### config.mk
export PLATFORM = sky130hd
export DESIGN_NAME = nearest_neighbor_scale_address
export DESIGN_NICKNAME = d
export VERILOG_FILES = /design/src/hw/rtl/nnsa_pkg.sv /design/src/hw/rtl/nnsa_div_cell.sv /design/src/hw/rtl/nearest_neighbor_scale_address.sv
export VERILOG_INCLUDE_DIRS = /design/src /design/src/hw/rtl
export SDC_FILE = /design/constraint.sdc
export NUM_CORES = 2
export LEC_CHECK = 0
export BUFFER_PORTS_ARGS = -buffer_cell sky130_fd_sc_hd__buf_2
export CAP_MARGIN = 20
export CORE_MARGIN = 2
export CORE_UTILIZATION = 50
export CTS_CLUSTER_SIZE = 25
export DETAILED_ROUTE_END_ITERATION = 6
export PLACE_DENSITY = 0.67
export SYNTH_ARGS = -nofsm -noshare
export SYNTH_HDL_FRONTEND = slang
export SYNTH_HIERARCHICAL = 1
export SYNTH_SLANG_ARGS = --single-unit
### constraint.sdc
create_clock -name clk -period 57.8 [get_ports clk]
set_input_delay 5.78 -clock clk [delete_from_list [all_inputs] [get_ports clk]]
set_output_delay 5.78 -clock clk [all_outputs]
set_load 0.05 [all_outputs]
### src/hw/rtl/nearest_neighbor_scale_address_defines.svh
// assertion macros shared by the address generator
`ifndef NEAREST_NEIGHBOR_SCALE_ADDRESS_DEFINES_SVH
`define NEAREST_NEIGHBOR_SCALE_ADDRESS_DEFINES_SVH

// same-cycle implication, quiet during reset
`define NNSA_ASSERT_NOW(label, clk, rst_n, ante, cons, msg) \
    label: assert property (@(posedge clk) disable iff (!rst_n) (ante) |-> (cons)) \
        else $error(msg);

// next-cycle implication, quiet during reset
`define NNSA_ASSERT_NEXT(label, clk, rst_n, ante, cons, msg) \
    label: assert property (@(posedge clk) disable iff (!rst_n) (ante) |=> (cons)) \
        else $error(msg);

`endif

### src/hw/rtl/nnsa_pkg.sv
`default_nettype none

package nnsa_pkg;

    // fixed field widths
    localparam int CFG_W       = 13;
    localparam int CFG_IDX_W   = 4;
    localparam int IDX_W       = 24;
    localparam int RC_W        = 12;
    localparam int MAX_DIM_DEF = 4096;

    // register reset values
    localparam logic [CFG_W-1:0] SRC_W_RST = 13'd640;
    localparam logic [CFG_W-1:0] SRC_H_RST = 13'd480;
    localparam logic [CFG_W-1:0] TGT_W_RST = 13'd0;
    localparam logic [CFG_W-1:0] TGT_H_RST = 13'd0;

    // register indexes
    typedef enum logic [CFG_IDX_W-1:0] {
        REG_SRC_W = 4'd0,
        REG_SRC_H = 4'd1,
        REG_TGT_W = 4'd2,
        REG_TGT_H = 4'd3
    } cfg_reg_t;

    // flags that ride along the pipeline
    typedef struct packed {
        logic oor;
        logic last;
    } flag_t;

    // one result item
    typedef struct packed {
        logic [IDX_W-1:0] source_index;
        logic [RC_W-1:0]  source_col;
        logic [RC_W-1:0]  source_row;
        logic             out_of_range;
        logic             last_pixel;
    } res_t;

endpackage

`default_nettype wire

### src/hw/rtl/nnsa_div_cell.sv
`default_nettype none

// one restoring division step for quotient bit K, registered
module nnsa_div_cell #(
    parameter int RW  = 25,
    parameter int DVW = 13,
    parameter int QW  = 12,
    parameter int K   = 0
) (
    input  wire logic           clk,
    input  wire logic           en,
    input  wire logic [RW-1:0]  rem_in,
    input  wire logic [QW-1:0]  q_in,
    input  wire logic [DVW-1:0] div,
    output logic      [RW-1:0]  rem_reg,
    output logic      [QW-1:0]  q_reg
);

    logic [RW-1:0] shifted;
    logic          ge;
    logic [RW-1:0] rem_next;
    logic [QW-1:0] q_next;

    // compare against the divisor shifted to this bit, subtract if it fits
    always_comb
    begin
        shifted  = RW'(div) << K;
        ge       = (rem_in >= shifted);
        rem_next = ge ? (rem_in - shifted) : rem_in;
        q_next   = q_in;
        q_next[K] = ge;
    end

    // cell registers, held while the pipeline is stalled
    always_ff @(posedge clk)
    begin
        if (en)
        begin
            rem_reg <= rem_next;
            q_reg   <= q_next;
        end
    end

endmodule

`default_nettype wire

### src/hw/rtl/nearest_neighbor_scale_address.sv
`default_nettype none

`include "nearest_neighbor_scale_address_defines.svh"

// Nearest-neighbor scaling address generator. Each request carries the row-major
// index of a pixel of the resized image; the block returns the source pixel's
// column, row and row-major index, plus out_of_range (other fields zero) and
// last_pixel flags. It accepts one request per clock while in_stall is low and
// returns one result per clock while out_stall is low. Two chains of division
// cells do the work, one quotient bit per cell: the first splits the
// index into row and column, the second scales them to the source grid. A
// target size of 0 follows the source size, sizes above MAX_DIM are clipped,
// a source size of 0 counts as 1. Write the registers only while idle.
module nearest_neighbor_scale_address import nnsa_pkg::*; #(
    parameter int MAX_DIM = MAX_DIM_DEF
) (
    input  wire logic                 clk,
    input  wire logic                 rst_n,
    input  wire logic                 in_valid,
    output logic                      in_stall,
    input  wire logic [IDX_W-1:0]     target_index,
    output logic                      out_valid,
    input  wire logic                 out_stall,
    output logic      [IDX_W-1:0]     source_index,
    output logic      [RC_W-1:0]      source_col,
    output logic      [RC_W-1:0]      source_row,
    output logic                      out_of_range,
    output logic                      last_pixel,
    input  wire logic                 cfg_valid,
    output logic                      cfg_ready,
    input  wire logic [CFG_IDX_W-1:0] cfg_index,
    input  wire logic [CFG_W-1:0]     cfg_data
);

    localparam int DW    = $clog2(MAX_DIM);
    localparam int DIM_W = DW + 1;
    localparam int CMP_W = (CFG_W > DIM_W) ? CFG_W : DIM_W;
    localparam int RW1   = (IDX_W > DIM_W + DW) ? IDX_W : DIM_W + DW;
    localparam int RW2   = 2 * DIM_W;
    localparam int AW    = (IDX_W > RW2) ? IDX_W : RW2;
    localparam int PW    = DW + DIM_W + 1;

    // configuration registers
    logic [CFG_W-1:0] src_w_reg;
    logic [CFG_W-1:0] src_h_reg;
    logic [CFG_W-1:0] tgt_w_reg;
    logic [CFG_W-1:0] tgt_h_reg;

    logic [DIM_W-1:0] sw;
    logic [DIM_W-1:0] sh;
    logic [DIM_W-1:0] tw;
    logic [DIM_W-1:0] th;
    logic [AW-1:0]    area_next;
    logic [AW-1:0]    area_reg;

    logic en;

    // front stages
    logic             s0_v_reg;
    logic [IDX_W-1:0] s0_idx_reg;
    logic             s1_v_reg;
    flag_t            s1_flag_reg;
    logic [RW1-1:0]   s1_rem_reg;
    flag_t            s1_flag_next;

    // first division chain
    logic [RW1-1:0] c1_rem [DW+1];
    logic [DW-1:0]  c1_q   [DW+1];
    logic           c1_v_reg    [DW];
    flag_t          c1_flag_reg [DW];

    // multiply stage
    logic            m_v_reg;
    flag_t           m_flag_reg;
    logic [RW2-1:0]  pc_reg;
    logic [RW2-1:0]  pr_reg;
    logic [DIM_W-1:0] col;

    // second division chain, column and row side by side
    logic [RW2-1:0] c2c_rem [DW+1];
    logic [DW-1:0]  c2c_q   [DW+1];
    logic [RW2-1:0] c2r_rem [DW+1];
    logic [DW-1:0]  c2r_q   [DW+1];
    logic           c2_v_reg    [DW];
    flag_t          c2_flag_reg [DW];

    // tail and output buffer
    logic [PW-1:0] sidx_full;
    res_t          tail;
    logic          tail_v;
    res_t          out_reg;
    res_t          out_next;
    logic          out_valid_reg;
    logic          out_valid_next;
    res_t          skid_reg;
    res_t          skid_next;
    logic          skid_full_reg;
    logic          skid_full_next;

    function automatic logic [DIM_W-1:0] clamp_dim(input logic [CFG_W-1:0] v,
                                                   input logic [DIM_W-1:0] if_zero);
        logic [CMP_W-1:0] ext;
        logic [DIM_W-1:0] d;
        ext = CMP_W'(v);
        if (ext == '0)
            d = if_zero;
        else if (ext > CMP_W'(MAX_DIM))
            d = DIM_W'(MAX_DIM);
        else
            d = DIM_W'(ext);
        return d;
    endfunction

    // register writes, always ready
    assign cfg_ready = 1'b1;

    always_ff @(posedge clk or negedge rst_n)
    begin
        if (!rst_n)
        begin
            src_w_reg <= SRC_W_RST;
            src_h_reg <= SRC_H_RST;
            tgt_w_reg <= TGT_W_RST;
            tgt_h_reg <= TGT_H_RST;
        end
        else if (cfg_valid && cfg_ready)
        begin
            case (cfg_reg_t'(cfg_index))
                REG_SRC_W: src_w_reg <= cfg_data;
                REG_SRC_H: src_h_reg <= cfg_data;
                REG_TGT_W: tgt_w_reg <= cfg_data;
                REG_TGT_H: tgt_h_reg <= cfg_data;
                default:   ;
            endcase
        end
    end

    // effective sizes and target area
    always_comb
    begin
        sw        = clamp_dim(src_w_reg, DIM_W'(1));
        sh        = clamp_dim(src_h_reg, DIM_W'(1));
        tw        = clamp_dim(tgt_w_reg, sw);
        th        = clamp_dim(tgt_h_reg, sh);
        area_next = AW'(RW2'(tw) * RW2'(th));
    end

    always_ff @(posedge clk)
    begin
        area_reg <= area_next;
    end

    // whole pipeline moves unless the skid entry is occupied
    assign en       = !skid_full_reg;
    assign in_stall = skid_full_reg;

    // input register and range check stage
    always_comb
    begin
        s1_flag_next.oor  = (AW'(s0_idx_reg) >= area_reg);
        s1_flag_next.last = (AW'(s0_idx_reg) == area_reg - AW'(1));
    end

    always_ff @(posedge clk or negedge rst_n)
    begin
        if (!rst_n)
        begin
            s0_v_reg <= 1'b0;
            s1_v_reg <= 1'b0;
            m_v_reg  <= 1'b0;
        end
        else if (en)
        begin
            s0_v_reg <= in_valid;
            s1_v_reg <= s0_v_reg;
            m_v_reg  <= c1_v_reg[DW-1];
        end
    end

    always_ff @(posedge clk)
    begin
        if (en)
        begin
            s0_idx_reg  <= target_index;
            s1_flag_reg <= s1_flag_next;
            s1_rem_reg  <= RW1'(s0_idx_reg);
        end
    end

    assign c1_rem[0] = s1_rem_reg;
    assign c1_q[0]   = '0;

    // row and column of the target pixel, one quotient bit per cell
    for (genvar i = 0; i < DW; i++)
    begin : g_c1
        nnsa_div_cell #(
            .RW  (RW1),
            .DVW (DIM_W),
            .QW  (DW),
            .K   (DW - 1 - i)
        ) u_cell (
            .clk     (clk),
            .en      (en),
            .rem_in  (c1_rem[i]),
            .q_in    (c1_q[i]),
            .div     (tw),
            .rem_reg (c1_rem[i+1]),
            .q_reg   (c1_q[i+1])
        );

        always_ff @(posedge clk or negedge rst_n)
        begin
            if (!rst_n)
                c1_v_reg[i] <= 1'b0;
            else if (en)
                c1_v_reg[i] <= (i == 0) ? s1_v_reg : c1_v_reg[(i == 0) ? 0 : i-1];
        end

        always_ff @(posedge clk)
        begin
            if (en)
                c1_flag_reg[i] <= (i == 0) ? s1_flag_reg : c1_flag_reg[(i == 0) ? 0 : i-1];
        end
    end

    // scale column and row by the source size
    assign col = DIM_W'(c1_rem[DW]);

    always_ff @(posedge clk)
    begin
        if (en)
        begin
            m_flag_reg <= c1_flag_reg[DW-1];
            pc_reg     <= RW2'(col) * RW2'(sw);
            pr_reg     <= RW2'(c1_q[DW]) * RW2'(sh);
        end
    end

    assign c2c_rem[0] = pc_reg;
    assign c2c_q[0]   = '0;
    assign c2r_rem[0] = pr_reg;
    assign c2r_q[0]   = '0;

    // source column and row, one quotient bit per cell
    for (genvar i = 0; i < DW; i++)
    begin : g_c2
        nnsa_div_cell #(
            .RW  (RW2),
            .DVW (DIM_W),
            .QW  (DW),
            .K   (DW - 1 - i)
        ) u_col (
            .clk     (clk),
            .en      (en),
            .rem_in  (c2c_rem[i]),
            .q_in    (c2c_q[i]),
            .div     (tw),
            .rem_reg (c2c_rem[i+1]),
            .q_reg   (c2c_q[i+1])
        );

        nnsa_div_cell #(
            .RW  (RW2),
            .DVW (DIM_W),
            .QW  (DW),
            .K   (DW - 1 - i)
        ) u_row (
            .clk     (clk),
            .en      (en),
            .rem_in  (c2r_rem[i]),
            .q_in    (c2r_q[i]),
            .div     (th),
            .rem_reg (c2r_rem[i+1]),
            .q_reg   (c2r_q[i+1])
        );

        always_ff @(posedge clk or negedge rst_n)
        begin
            if (!rst_n)
                c2_v_reg[i] <= 1'b0;
            else if (en)
                c2_v_reg[i] <= (i == 0) ? m_v_reg : c2_v_reg[(i == 0) ? 0 : i-1];
        end

        always_ff @(posedge clk)
        begin
            if (en)
                c2_flag_reg[i] <= (i == 0) ? m_flag_reg : c2_flag_reg[(i == 0) ? 0 : i-1];
        end
    end

    // source index and result assembly, fields cleared past the area
    always_comb
    begin
        sidx_full = PW'(c2r_q[DW]) * PW'(sw) + PW'(c2c_q[DW]);
        tail_v    = c2_v_reg[DW-1];
        tail      = '0;
        tail.out_of_range = c2_flag_reg[DW-1].oor;
        if (!c2_flag_reg[DW-1].oor)
        begin
            tail.source_index = IDX_W'(sidx_full);
            tail.source_col   = RC_W'(c2c_q[DW]);
            tail.source_row   = RC_W'(c2r_q[DW]);
            tail.last_pixel   = c2_flag_reg[DW-1].last;
        end
    end

    // output register with one skid entry behind it
    always_comb
    begin
        out_valid_next = out_valid_reg;
        out_next       = out_reg;
        skid_full_next = skid_full_reg;
        skid_next      = skid_reg;
        if (en)
        begin
            if (!out_valid_reg || !out_stall)
            begin
                out_valid_next = tail_v;
                out_next       = tail;
            end
            else if (tail_v)
            begin
                skid_full_next = 1'b1;
                skid_next      = tail;
            end
        end
        else if (!out_stall)
        begin
            out_next       = skid_reg;
            skid_full_next = 1'b0;
        end
    end

    always_ff @(posedge clk or negedge rst_n)
    begin
        if (!rst_n)
        begin
            out_valid_reg <= 1'b0;
            skid_full_reg <= 1'b0;
        end
        else
        begin
            out_valid_reg <= out_valid_next;
            skid_full_reg <= skid_full_next;
        end
    end

    always_ff @(posedge clk)
    begin
        out_reg  <= out_next;
        skid_reg <= skid_next;
    end

    assign out_valid    = out_valid_reg;
    assign source_index = out_reg.source_index;
    assign source_col   = out_reg.source_col;
    assign source_row   = out_reg.source_row;
    assign out_of_range = out_reg.out_of_range;
    assign last_pixel   = out_reg.last_pixel;

    // checks
    `NNSA_ASSERT_NOW(a_skid_behind_out, clk, rst_n, skid_full_reg, out_valid_reg,
        "skid entry held without a result in the output register")
    `NNSA_ASSERT_NEXT(a_skid_holds, clk, rst_n, skid_full_reg && out_stall,
        skid_full_reg && $stable(skid_reg), "skid entry lost while output stalled")
    `NNSA_ASSERT_NOW(a_oor_clear, clk, rst_n, out_valid_reg && out_reg.out_of_range,
        out_reg.source_index == '0 && !out_reg.last_pixel,
        "out of range result carries nonzero fields")
    `NNSA_ASSERT_NEXT(a_skid_drain, clk, rst_n, skid_full_reg && !out_stall,
        !skid_full_reg && out_valid_reg, "skid entry not moved on output accept")

endmodule

`default_nettype wire

Word level (Yosys, flattened, before mapping). Memory sizes are Yosys's and may differ from the RTL's. A register that Yosys moved wholly into a read port is not among the register bits. Index checks and enable logic that the tools add are counted. W data, S select, Z words.

Memories kept: 2. Register bits after elaboration: 1402. Memory bits (writable): 48. Output and inout port bits: 53. Latch bits: 0. Memory bits (read-only): 0. Input port bits: 46.

Memories: c1_flag_reg (depth 12, width 2, rd ports 12, clocked after memory_dff 1, wr ports 12, RTL line nearest_neighbor_scale_address.sv:70) `flag_t c1_flag_reg [DW];`; c2_flag_reg (depth 12, width 2, rd ports 12, clocked after memory_dff 0, wr ports 12, RTL line nearest_neighbor_scale_address.sv:85) `flag_t c2_flag_reg [DW];`.

$lt $le $gt $ge: 41. Eq/ne operators: 5. Add/sub/neg operators: 36. Reductions and logical operators: 17. Bitwise logic cells: 2. Multiply operators: 4. Muxes and demuxes: 52. Divide/modulo/power cells: 0. Shifts and indexed selects: 0.

Operator list (number): $mux W26 (21); $mux W25 (11); $mux W50 (3); $mux W13 (9); $ge A26 B13 Y1 (2); $ge A26 B14 Y1 (2); $ge A26 B15 Y1 (2); $ge A26 B16 Y1 (2); $ge A26 B17 Y1 (2); $ge A26 B18 Y1 (2); $ge A26 B19 Y1 (2); $ge A26 B20 Y1 (2); $ge A26 B21 Y1 (2); $ge A26 B22 Y1 (2); $ge A26 B23 Y1 (2); $gt A13 B13 Y1 const B (4); $logic_not A13 Y1 (4); $mul A13 B13 Y26 (2); $sub A26 B14 Y26 (2); $sub A26 B15 Y26 (2); $sub A26 B16 Y26 (2); $sub A26 B17 Y26 (2); $sub A26 B18 Y26 (2); $sub A26 B19 Y26 (2); other kinds (51) (69).

Logic depth before layout (Yosys ltp).
Depth after elaboration: 8. Gate-level depth with buffers: 26.

By module. Netlist, hierarchy kept.

By module, submodules not included: nearest_neighbor_scale_address (times used 1, cells an instance 3525, sequential area each 10092.2 µm², area each 35575.4 µm²); nnsa_div_cell (g_c2[11].u_col ...) (times used 2, cells an instance 214, sequential area each 1141.1 µm², area each 2392.3 µm²); nnsa_div_cell (g_c2[10].u_col ...) (times used 2, cells an instance 205, sequential area each 1141.1 µm², area each 2304.7 µm²); nnsa_div_cell (g_c2[7].u_col ...) (times used 2, cells an instance 198, sequential area each 1141.1 µm², area each 2243.4 µm²); nnsa_div_cell (g_c2[6].u_col ...) (times used 2, cells an instance 182, sequential area each 1141.1 µm², area each 2189.6 µm²); nnsa_div_cell (g_c2[8].u_col ...) (times used 2, cells an instance 186, sequential area each 1141.1 µm², area each 2174.6 µm²); nnsa_div_cell (g_c2[3].u_col ...) (times used 2, cells an instance 187, sequential area each 1141.1 µm², area each 2170.8 µm²); nnsa_div_cell (g_c2[5].u_col ...) (times used 2, cells an instance 190, sequential area each 1141.1 µm², area each 2165.8 µm²); nnsa_div_cell (g_c2[4].u_col ...) (times used 2, cells an instance 180, sequential area each 1141.1 µm², area each 2123.3 µm²); nnsa_div_cell (g_c2[1].u_col ...) (times used 2, cells an instance 175, sequential area each 1141.1 µm², area each 2094.5 µm²); nnsa_div_cell (g_c2[0].u_col ...) (times used 2, cells an instance 153, sequential area each 1141.1 µm², area each 2057.0 µm²); nnsa_div_cell (g_c2[9].u_col) (times used 1, cells an instance 216, sequential area each 1141.1 µm², area each 2407.3 µm²); nnsa_div_cell (g_c1[3].u_cell) (times used 1, cells an instance 179, sequential area each 1111.1 µm², area each 2326.0 µm²); nnsa_div_cell (g_c1[9].u_cell) (times used 1, cells an instance 198, sequential area each 1111.1 µm², area each 2293.4 µm²); 13 more rows.

Worst setup path before layout. No wires, ideal clock.

Path kind: register to register. Start: reg skid_full_reg, in the netlist in_stall. End: reg out_reg, in the netlist source_col[0], data pin. Path buffers: 2. Required time: 57.452 ns. Data arrival time: 46.634 ns. Cell stages (with the launch flop): 5. Path slack: 10.818 ns. Cells stage by stage: dfrtp_1 clkbuf_1 inv_1 buf_1 mux2_2.

RTL lines: start, declared (RTL line nearest_neighbor_scale_address.sv:97) `logic skid_full_reg;`; start signal, assigned (RTL line nearest_neighbor_scale_address.sv:345) `skid_full_reg <= skid_full_next;`; end signal, assigned (RTL line nearest_neighbor_scale_address.sv:351) `out_reg <= out_next;`; end, declared (RTL line nearest_neighbor_scale_address.sv:91) `res_t out_reg;`.

Worst setup path after layout.
Start: reg src_w_reg[12]. End: reg area_reg[22].

Cells in the longest elaborated chain, start to end: 5.

RTL lines: start, declared (RTL line nearest_neighbor_scale_address.sv:44) `logic [CFG_W-1:0] src_w_reg;`; start signal, assigned (RTL line nearest_neighbor_scale_address.sv:129) `REG_SRC_W: src_w_reg <= cfg_data;`; $gt A13 B13 Y1 (RTL line nearest_neighbor_scale_address.sv:107) `else if (ext > CMP_W'(MAX_DIM))`; $mux W13 (RTL line nearest_neighbor_scale_address.sv:107); $mux W13 * (2 in series) (RTL line nearest_neighbor_scale_address.sv:105) `if (ext == '0)`; via tw[6] (RTL line nearest_neighbor_scale_address.sv:51) `logic [DIM_W-1:0] tw;`; $mul A13 B13 Y26 * (RTL line nearest_neighbor_scale_address.sv:145) `area_next = AW'(RW2'(tw) * RW2'(th));`; via area_next[22] (RTL line nearest_neighbor_scale_address.sv:53) `logic [AW-1:0] area_next;`; end signal, assigned (RTL line nearest_neighbor_scale_address.sv:150) `area_reg <= area_next;`; end, declared (RTL line nearest_neighbor_scale_address.sv:54) `logic [AW-1:0] area_reg;`.

Mark *: on every way through the listed nets, which the timed path passes. The rest lies on a longest branch. A chain may end at the register's enable or synchronous reset.

==> metrics.txt <==
Worst Path Max Fanout 33; Die Span Y approximately 460 µm; CTS H-Tree Depth 4; vias in the first global route slightly above 70,000; fin nets ~11,000; Gate Count Post-Synth around 9,700; starting density of the core 50.3%; via density per instance roughly 5.7; worst rel slew slack a little over a fifth; Vias approximately 72,000; largest net degree at the start of global routing 190; RR Endpoint area_reg[22]$_DFF_P_; yosys warns 6; Critical Path Slowest Stage Cell o311ai_0; critical path class reg -> reg; Post-Route WL 258,000 µm; Resize count post-CTS 0; DR WL/cell 20.4 µm; Final Max Slew Viols 0; Rows 167; CTS tree yes; status finished with violations; Fillers around 18,000; clk_skew approximately 0.029 ns; P&R area growth vs syn 7.96%; chip width between 400 and 500 µm; share of cells above drive strength 1 approximately a tenth; startpoint types flop; initial antenna violation count 8; CORE AREA around 210,000 µm²; hold-critical path depth 0; period utilisation layout around 15%; Fin Setup TNS 0 ns; Root Driver clkbuf_16; cell chain of the critical path buf_4 -> nor2b_2 -> buf_4 -> a21oi_1 -> or2_2 -> inv_2 -> buf_4 -> nand2_1 -> fa_1 -> inv_1 -> fa_1 -> fa_1 -> fa_1 -> inv_1 -> fa_1 -> inv_1 -> ha_1 -> nand2_1 -> o311ai_0 -> a211oi_1 -> o221a_2 -> o2111ai_1 -> a21oi_1 -> xnor2_1; Max Fclk 119 MHz; dpl hpwl 188,000 µm; Total GRT Usage roughly a quarter; delay-heaviest family, CP adder cells; r2r setup slk 49.41 ns; Final Hold Fails 0; post-CTS setup buffer count 0; RSZ-0062 raised after global routing no; max FFs per register 288; R2R Path Start src_w_reg[12]$_DFFE_PN0P_; Req. time, crit path approximately 59 ns; Placer Congestion between 0.9 and 1; clock sink count roughly 1,500; failing checks design-rule violations; hold endpoint g_c2[6].u_row/q_reg[11]$_DFFE_PP_; critical path depth in cells 24; crit end category flop; Buf/Inv on CP 7; antenna-violating nets left 0; Worst-Skew Late Latency between 0.8 and 0.9 ns; gr ovfl total 0; DRT Pass-1 Iters 7; Least-Margin Pin Slew ~1.2 ns; Post-Syn Area between 100,000 and 150,000 µm²; Initial DRC Count between 5,000 and 6,000; port bufs between 90 and 100; cts hold-fix bufs 0; Final setup viols 0; Critical Path AT roughly 9 ns; CTS Buf Count 162; Max Cap Viol 0; first-pass GRT wire length approximately 400,000 µm; DRC violations left 7; die area 212,000 µm²; most used cell along the critical path fa_1; Syn Area/Cell 10.8 µm²; fin crit period 8.39 ns; io pins 99; Hold Startpoint g_c2[5].u_row/q_reg[11]$_DFFE_PP_; worst hold path type reg -> reg; Reg clk slew, reported paths 0.06 ns; critical path's largest stage delay around 0.87 ns; Reg2Reg Depth 24; CTS max path bufs 3
## stage by stage
stage	cell area, µm²	hold slack (ns)	std cells	utilization [%]	setup slack [ns]
after CTS	113000	0.395	12600	54.3	49.48
after detailed placement	107000	0.405	12300	51.7	49.58
after floorplan	104000	0.400	9693	-	18.70
final	113000	0.404	12600	54.3	49.41
after global routing	113000	0.413	12600	54.3	49.05
after global placement	107000	0.400	12300	51.7	49.72
## worst max path at each step
stage,startpoint,end
6_report,src_w_reg[12]$_DFFE_PN0P_,area_reg[22]$_DFF_P_
5_1_grt,src_w_reg[12]$_DFFE_PN0P_,area_reg[22]$_DFF_P_
4_1_cts,src_w_reg[12]$_DFFE_PN0P_,area_reg[22]$_DFF_P_
3_5_place_dp,src_w_reg[12]$_DFFE_PN0P_,area_reg[22]$_DFF_P_
3_3_place_gp,src_w_reg[12]$_DFFE_PN0P_,area_reg[22]$_DFF_P_
2_1_floorplan,in_stall$_DFF_PN0_,source_col[0]$_DFFE_PP_
## layout by cell type (no fill, tap or decap), types with 247 or more instances in the layout
master	count
inv_1	1233
o21ai_0	307
ha_1	766
xor2_1	247
edfxtp_1	1345
nand2_1	823
a21oi_1	552
nor2_1	539
xnor2_1	361
fa_1	508
## per-layer routing
layer | GRT usage, % | vias up | part of all wire [%]
met4 | 9.21 | 0 | 3.8
met1 | 31.7 | 35700 | 43
met3 | 3.12 | 458 | 4.6
li1 | - | 34200 | -
met2 | 41.3 | 1881 | 48
met5 | 0 | - | 0
## cell type report
| class | instances | area, µm² | share of cell area (%) |
|---|---|---|---|
| repair buffers | 170 | 1100 | 0.978 |
| multi-input cells | 6677 | 55000 | 48.8 |
| inverters | 1261 | 4750 | 4.22 |
| clock inverters | 100 | 1070 | 0.951 |
| flip-flops and latches | 1452 | 42900 | 38.1 |
| clock buffers | 196 | 4260 | 3.78 |
| diodes | 5 | 12.5 | 0.0111 |
| well taps | 2788 | 3490 | 3.10 |
Power is left out: the tool's default activity adds up to more than one toggle a clock period on the data nets, which glitch-free logic cannot reach.
